**src/hdl/arcade_bus_decoder_assert.svh**
```systemverilog
// Assertion macros for the arcade bus decoder RTL.
// Depends on nothing; included by the top level, which checks its own logic.
`ifndef ARCADE_BUS_DECODER_ASSERT_SVH
`define ARCADE_BUS_DECODER_ASSERT_SVH

// Check a property on every rising edge, skipping cycles in reset.
`define ABD_ASSERT(label, clk, rst, prop, msg) \
   label: assert property (@(posedge clk) disable iff (rst) prop) else $error(msg);

// Check a property on every rising edge, reset included.
`define ABD_ASSERT_ALWAYS(label, clk, prop, msg) \
   label: assert property (@(posedge clk) prop) else $error(msg);

`endif

```
**src/hdl/abd_pkg.sv**
```systemverilog
// Shared types and constants of the arcade bus decoder.
// Depends on nothing; imported by every module of the block.
package abd_pkg;

   // default sizes of the memory map
   localparam int ROM_BYTES_DEFAULT      = 16384;
   localparam int PAGE_BYTES_DEFAULT     = 4096;
   localparam int VRAM_TILES_DEFAULT     = 1024;
   localparam int BG_VRAM_OFFSET_DEFAULT = 2048;

   localparam logic [7:0] UNMAPPED_BYTE = 8'hFF;

   // address windows, compared on bits [15:12] or [15:11]
   localparam logic [3:0] WIN_RAM     = 4'h4;
   localparam logic [4:0] WIN_VIDEO   = 5'b01010;
   localparam logic [4:0] WIN_SCROLL  = 5'b01011;
   localparam logic [4:0] WIN_BUTTONS = 5'b01110;
   localparam logic [4:0] WIN_SWITCH  = 5'b01111;

   typedef enum logic [1:0] {
      MODE_READ  = 2'd0,
      MODE_WRITE = 2'd1,
      MODE_LOAD  = 2'd2,
      MODE_TAKE  = 2'd3
   } mode_type;

   typedef enum logic [1:0] {
      SRC_NONE = 2'd0,
      SRC_ROM  = 2'd1,
      SRC_RAM  = 2'd2,
      SRC_PORT = 2'd3
   } src_type;

   // access strobe of a byte memory
   typedef struct packed {
      logic en;
      logic we;
   } mem_ctl_type;

   // access strobe of the dirty-flag map
   typedef struct packed {
      logic en;
      logic we;
      logic wbit;
   } tile_ctl_type;

endpackage

```
**src/hdl/abd_dirty_map.sv**
```systemverilog
// Background tile dirty flags: one-bit memory with a set-all sweep after reset.
// Depends on abd_pkg for the access strobe type.
module abd_dirty_map #(
   parameter int TILES = 1024
) (
   input  logic                     clock,
   input  logic                     reset,
   input  abd_pkg::tile_ctl_type    ctl,
   input  logic [$clog2(TILES)-1:0] addr,
   output logic                     rd_bit,
   output logic                     ready
);
   import abd_pkg::*;

   localparam int AW = $clog2(TILES);

   logic          flag_array [TILES];
   logic [AW-1:0] sweep_ff;
   logic [AW-1:0] sweep_in;
   logic          done_ff;
   logic          done_in;
   logic          rd_bit_ff;

   // walk every entry once after reset
   always_comb begin
      sweep_in = sweep_ff;
      done_in  = done_ff;
      if (!done_ff) begin
         sweep_in = sweep_ff + AW'(1);
         if (sweep_ff == AW'(TILES - 1)) begin
            done_in = 1'b1;
         end
      end
   end

   always_ff @(posedge clock) begin
      if (reset) begin
         sweep_ff <= '0;
         done_ff  <= 1'b0;
      end else begin
         sweep_ff <= sweep_in;
         done_ff  <= done_in;
      end
   end

   // sweep owns the write port until done; the user is held off meanwhile
   always_ff @(posedge clock) begin
      if (!done_ff) begin
         flag_array[sweep_ff] <= 1'b1;
      end else if (ctl.en && ctl.we) begin
         flag_array[addr] <= ctl.wbit;
      end
      if (ctl.en) begin
         rd_bit_ff <= flag_array[addr];
      end
   end

   assign rd_bit = rd_bit_ff;
   assign ready  = done_ff;

endmodule

```
**config.mk**
```make
export PLATFORM = sky130hd
export DESIGN_NAME = abd_dirty_map
export DESIGN_NICKNAME = d
export VERILOG_FILES = /design/src/hdl/arcade_bus_decoder_assert.svh /design/src/hdl/abd_pkg.sv /design/src/hdl/abd_dirty_map.sv
export SDC_FILE = /design/constraint.sdc
export NUM_CORES = 1
export LEC_CHECK = 0
export BUFFER_PORTS_ARGS = -buffer_cell sky130_fd_sc_hd__buf_2
export CAP_MARGIN = 0
export CORE_MARGIN = 2
export CORE_UTILIZATION = 49
export CTS_CLUSTER_DIAMETER = 60
export DETAILED_ROUTE_END_ITERATION = 8
export PLACE_DENSITY = 0.64
export SLEW_MARGIN = 15
export SYNTH_ARGS = -nofsm -noshare
export SYNTH_HDL_FRONTEND = slang
export SYNTH_SLANG_ARGS = --single-unit
```
**constraint.sdc**
```tcl
create_clock -name clock -period 16.7 [get_ports clock]
set_clock_uncertainty 0.2 [all_clocks]
set_input_delay 1.67 -clock clock [delete_from_list [all_inputs] [get_ports clock]]
set_output_delay 1.67 -clock clock [all_outputs]
set_load 0.01 [all_outputs]
```
==> flow_metrics.py, run 1 <==
metrics = {
    "status": {
        "status": "completed",
    },
    "detailed_routing": {
        "vias": 27751,
        "via_per_inst": 6.34,
        "wirelength_mm": 129,
        "firstDrtPassIters": 6,
        "final_antenna_net_count": 0,
        "drtIter0Drc": 3989,
        "avgRoutedWirePerCell_um": 29.4,
        "drc": 0,
    },
    "finish": {
        "final_util_pct": 54.1,
        "nets": 3113,
        "num_antenna_cells": 0,
        "syn2layout_area_growth_pct": 9.35,
        "final_layout_size_suffix_gt1_share_pct": 16.1,
        "fin_cells": 4375,
        "final_common_cell": "nor2_1",
        "final_cell_mix": "1061 x nor2_1, 1025 x edfxtp_1, 213 x mux4_2",
    },
    "global_route": {
        "grt_pass1_vias": 27327,
        "antenna_found_initial": 5,
        "overflow": 0,
        "grt_start_max_net_pins": 312,
        "grt_pass1_wl_mm": 185,
        "track_usage_pct": 27.2,
    },
    "clock_network": {
        "cts-buffers-inserted": 111,
        "clkTransAtPathRegs_ps": 60,
        "ctsLongestPathBuffers": 3,
        "cts.sinks": 1036,
        "cts-root-buf": "clkbuf_16",
        "clkLatencyLatePin_ps": 680,
        "cts_tree": "yes",
        "cts_setup_buffers": 0,
        "cts_hold_buf": 0,
        "cts_resized": 0,
        "htreeDepth": 3,
    },
    "logic_synthesis": {
        "synth-edff-count": 1025,
        "synthesis.nets": 3216,
        "seq_area_frac_synth_pct": 68.4,
        "synth_cell_types": 66,
        "syn_avg_cell_area_um2": 14.2,
        "synth_flop_cell": "edfxtp_1",
        "netlist_instances": 3200,
        "synth_area_mm2": 0.0453,
        "synth-seq-cells": 1036,
        "synthArstFlopShare_pct": 0,
        "yosys_warnings": 0,
    },
    "placement": {
        "numPortBuffers": 16,
        "placed_cells": 4170,
        "hpwl_mm": 69.1,
        "gp_congestion": 0.837,
    },
    "floorplan": {
        "dieArea_mm2": 0.0950,
        "fp.dieH_um": 308,
        "die_w_um": 308,
        "core.rowCount": 111,
        "ioPinCount": 17,
        "initial_utilization_pct": 49.5,
        "core_area_mm2": 0.0917,
    },
    "timing": {
        "setup_violations": 0,
        "worst_hold_slack_ps": 338,
        "tightest_slew_ps": 1240,
        "finalMaxSlewViolations": 0,
        "hold_viol_final": 0,
        "period_share_pct": 38.9,
        "max_freq_mhz": 154,
        "rsz0062_at_grt": "no",
        "period_minus_slack_ps": 6490,
        "setup_tns_ps": 0,
        "slew_headroom_pct": 16.5,
    },
    "hold_path": {
        "min_path_type": "reg2reg",
        "hold_path_end": "sweep_ff[7]",
        "hp-start": "sweep_ff[7]",
        "hold_depth": 2,
    },
    "power_and_ir_drop": {
        "irDropWorstVdd_uv": 93.9,
        "p_leak_nw": 16.9,
        "power_w": 0.00539,
        "power_density_mw_per_mm2": 109,
    },
    "worst_setup_path": {
        "crit_required_ps": 16920,
        "worst-r2r-setup-slack_ps": 11950,
        "cp-end-kind": "flip-flop",
        "path_class": "in2reg",
        "r2r_start": "ready",
        "r2r-end": "flag_array[236]",
        "start_kind": "primary input",
        "crit_path_max_fanout": 81,
        "r2r_cells": 7,
        "worst_ep_arrival_time_ps": 6710,
    },
    "job": {
        "maxCapViolCount": 0,
    },
}
[registers in the layout (all words and copies together), names as in the netlist]
| signal | count |
|---|---|
| flag_array | 1024 |
| rd_bit | 1 |
| ready | 1 |
| sweep_ff | 10 |
[final cells by class]
class / count / area (µm²)
clock buffer: 136 / 2890
clock inverter: 69 / 578
fill: 7470 / 42100
inverter: 7 / 26.3
multi-input combinational: 1856 / 13000
sequential: 1036 / 31000
tap: 1186 / 1480
timing repair buffer: 85 / 638
[worst max path at each step]
| stage | from | end | slack [ps] |
|---|---|---|---|
| 2_1_floorplan | ctl[2] | flag_array[0] | 5760 |
| 3_3_place_gp | addr[0] | rd_bit | 9330 |
| 3_5_place_dp | addr[0] | rd_bit | 9360 |
| 4_1_cts | addr[0] | rd_bit | 10060 |
| 5_1_grt | addr[0] | rd_bit | 9690 |
| 6_report | addr[0] | rd_bit | 10210 |
[per-stage QoR]
step                setup WS (ps)  area, µm²
finish                      10210      49600
global route                 9690      49600
detailed placement           9360      46100
CTS                         10060      49600
global placement             9330      46100
floorplan                    5760      45300
[power by group]
part           leakage, nW  internal (W)  switching (W)  total (W)
clock                 1.69       0.00136        0.00101    0.00237
sequential            11.4       0.00281     0.00000189    0.00282
combinational         3.77     0.0000614       0.000141   0.000202
[critical path, stage by stage]
cell and delay, ps:
buf_8 580, buf_4 910, buf_4 700, buf_4 810
mux4_2 600, a2111oi_0 490, o21ai_1 170, nand4b_1 210
nor4_1 90, o31ai_1 170, nand4_1 130
[kinds of logic (layout without fill, tap and decap cells)]
logic type	count (synthesis)	count (layout)	share of synthesized area, %
xor gates and xnor gates	7	7	0.135
muxes	338	338	13.5
AOI/OAI and AO/OA	208	208	3.19
adders and majority gates	1	1	0.0276
buffers and inverters	308	297	3.33
DFF	1036	1036	68.4
and+or+nand+nor	1302	1302	11.4
[cell usage after synthesis, types with 7 or more instances]
cell type,instances,area (µm²)
mux4_2,213,4800
o211ai_1,7,52.6
a2111oi_0,7,61.3
buf_6,23,259
o21ai_0,19,95.1
edfxtp_1,1025,30800
o21ai_1,7,35.0
nand2_1,114,428
buf_4,7,52.6
nor2_1,1061,3980
or3_1,9,56.3
buf_2,82,410
mux2_2,17,191
a22oi_1,23,173
nor4_1,10,62.6
a31oi_1,11,68.8
a21oi_1,37,185
dfxtp_1,11,220
o22ai_1,25,156
mux2i_1,103,1030
o221ai_1,24,210
and3_1,7,43.8
clkbuf_1,151,567
nor2b_1,15,93.8
nor3_1,25,125
nand2b_1,9,56.3
buf_1,34,128
nand3_1,29,145
[routing by layer]
| layer | global-route usage (%) | routed length [µm] |
|---|---|---|
| met1 | 36.0 | 47400 |
| met3 | 5.84 | 14500 |
| met5 | 0 | 34 |
| met4 | 11.0 | 5190 |
| met2 | 44.2 | 61500 |
(Power assumes the default switching activity.)
==> inputs of run 2 (changes only) <==
--- a/config.mk
+++ b/config.mk
@@ -11,7 +11,7 @@
 export CORE_UTILIZATION = 49
 export CTS_CLUSTER_DIAMETER = 60
 export DETAILED_ROUTE_END_ITERATION = 8
-export PLACE_DENSITY = 0.64
+export PLACE_DENSITY = 0.61
 export SLEW_MARGIN = 15
 export SYNTH_ARGS = -nofsm -noshare
 export SYNTH_HDL_FRONTEND = slang
==> constraint.sdc (replaced) <==
create_clock -name clock -period 6.4 [get_ports clock]
set_clock_uncertainty 0.2 [all_clocks]
set_input_delay 0.64 -clock clock [delete_from_list [all_inputs] [get_ports clock]]
set_output_delay 0.64 -clock clock [all_outputs]
set_load 0.01 [all_outputs]
==> flow_metrics.py, run 2 (synthesis results as in run 1) <==
metrics = {
    "placement": {
        "hpwl_mm": 69.9,
        "gp_congestion": 0.822,
        "numPortBuffers": 16,
        "dpl_worst_slack_ps": 1370,
        "dpl-instance-area_mm2": 0.0462,
        "placed_cells": 4176,
    },
    "power_and_ir_drop": {
        "swShare_pct": 21.3,
        "p_int_w": 0.0109,
        "pwr-share-seq_pct": 53.0,
        "clkPwrFrac_pct": 43.1,
        "p_leak_nw": 16.9,
        "power_density_mw_per_mm2": 280,
        "p_comb_share_pct": 3.9,
        "p_sw_w": 0.00296,
        "irDropWorstVdd_uv": 203,
    },
    "detailed_routing": {
        "firstDrtPassIters": 6,
        "final_antenna_net_count": 0,
        "via_per_inst": 6.31,
        "wirelength_mm": 125,
        "drc": 0,
        "avgRoutedWirePerCell_um": 28.5,
        "vias": 27593,
        "drtIter0Drc": 3989,
    },
    "status": {
        "status": "completed",
    },
    "job": {
        "maxCapViolCount": 0,
    },
    "timing": {
        "rsz0062_at_grt": "no",
        "slew_headroom_pct": 13.2,
        "setup_violations": 0,
        "setup_tns_ps": 0,
        "max_freq_mhz": 217,
        "period_share_pct": 72.0,
        "finalMaxSlewViolations": 0,
        "fin_ws_ps": 1790,
        "worst_hold_slack_ps": 66.8,
        "tightest_slew_ps": 1300,
        "hold_viol_final": 0,
        "period_minus_slack_ps": 4610,
    },
    "floorplan": {
        "fp.dieH_um": 308,
        "dieArea_mm2": 0.0950,
        "die_w_um": 308,
        "initial_utilization_pct": 49.5,
        "core_area_mm2": 0.0917,
        "core.rowCount": 111,
        "ioPinCount": 17,
    },
    "global_route": {
        "grt_start_max_net_pins": 315,
        "track_usage_pct": 26.4,
        "overflow": 0,
        "antenna_found_initial": 4,
        "grt_pass1_vias": 26923,
        "grt_pass1_wl_mm": 180,
    },
    "worst_setup_path": {
        "path_cells": "and3_1 -> mux2i_2 -> nor3b_2 -> nand2_1 -> nor2_1",
        "start_kind": "flip-flop",
        "cp-end-kind": "flip-flop",
        "path_class": "reg2reg",
        "slowest_stage": "and3_1",
        "cp_top_family": "simple AND/OR/NAND/NOR gates",
        "worst_ep_arrival_time_ps": 4770,
        "crit_required_ps": 6560,
        "crit_path_max_fanout": 32,
        "path_buf_inv": 0,
        "crit_path_max_incr_delay_ps": 920,
    },
    "clock_network": {
        "cts-root-buf": "clkbuf_16",
        "cts.sinks": 1036,
        "ctsLongestPathBuffers": 3,
        "htreeDepth": 3,
        "cts_setup_buffers": 0,
        "clkLatencyLatePin_ps": 680,
        "cts-buffers-inserted": 107,
        "clkTransAtPathRegs_ps": 60,
        "cts_tree": "yes",
    },
    "finish": {
        "reg_top3": "flag_array (1024), sweep_ff (10)",
        "nets": 3116,
        "fin_cells": 4374,
        "fillers": 7449,
        "design_area_mm2": 0.0496,
        "final_layout_size_suffix_gt1_share_pct": 16.2,
        "syn2layout_area_growth_pct": 9.30,
        "final_common_cell": "nor2_1",
        "largest_register_ffs": 1024,
        "final_cell_mix": "1060 x nor2_1, 1025 x edfxtp_1, 213 x mux4_2",
        "regMostFlops": "flag_array",
    },
    "hold_path": {
        "min_path_type": "in2reg",
    },
}
[run 2: cell count changes in the layout (fill, tap and decap cells not counted), sizes merged]
cell         before  now
buf              85   91
bufinv            9    6
clkbuf          136  145
clkinv           52   41
clkinvlp          4    1
diode             0    1
dlygate4sd3       0    1
inv              11   10
[run 2: final timing paths]
path,start,end,slack (ps),cells after the start
setup / recovery,ready,flag_array[437],1790,5
setup reg to reg,ready,flag_array[437],1790,5
hold reg to reg,sweep_ff[9],sweep_ff[9],330,2
hold / removal,reset,sweep_ff[4],70,2
[run 2: cell type report]
type / count / area [µm²] / area share (%)
clock buffer: 145 / 2880 / 5.82
timing repair buffer: 92 / 773 / 1.56
clock inverter: 51 / 432 / 0.871
multi-input combinational: 1856 / 13000 / 26.1
antenna: 1 / 2.50 / 0.00505
tap: 1186 / 1480 / 2.99
sequential: 1036 / 31000 / 62.6
inverter: 7 / 26.3 / 0.0530
[run 2: what timing repair did]
action	CTS	global route
hold buffers	1	0
hold endpoints to repair	1	0
gates resized for setup	0	0
[run 2: power by group through the flow]
stage | registers (W) | clock network, W | logic (W)
5_1_grt | 0.00734 | 0.00629 | 0.000552
4_1_cts | 0.00735 | 0.00604 | 0.000531
6_report | 0.00735 | 0.00598 | 0.000535
3_3_place_gp | 0.00749 | 0 | 0.000529
2_1_floorplan | 0.00749 | 0 | 0.000329
3_5_place_dp | 0.00749 | 0 | 0.000530
[run 2: metal layers]
layer	wire length (µm)	GRT usage (%)
met1	49600	36.9
met2	58300	41.8
met3	12000	4.80
met4	4870	9.47
met5	13	0
[run 2: metrics by stage]
stage	util, %	total power (W)
after floorplan	-	0.00782
final	54.1	0.0139
after CTS	54.0	0.0139
after detailed placement	50.4	0.00802
after global placement	50.4	0.00802
after global routing	54.1	0.0142
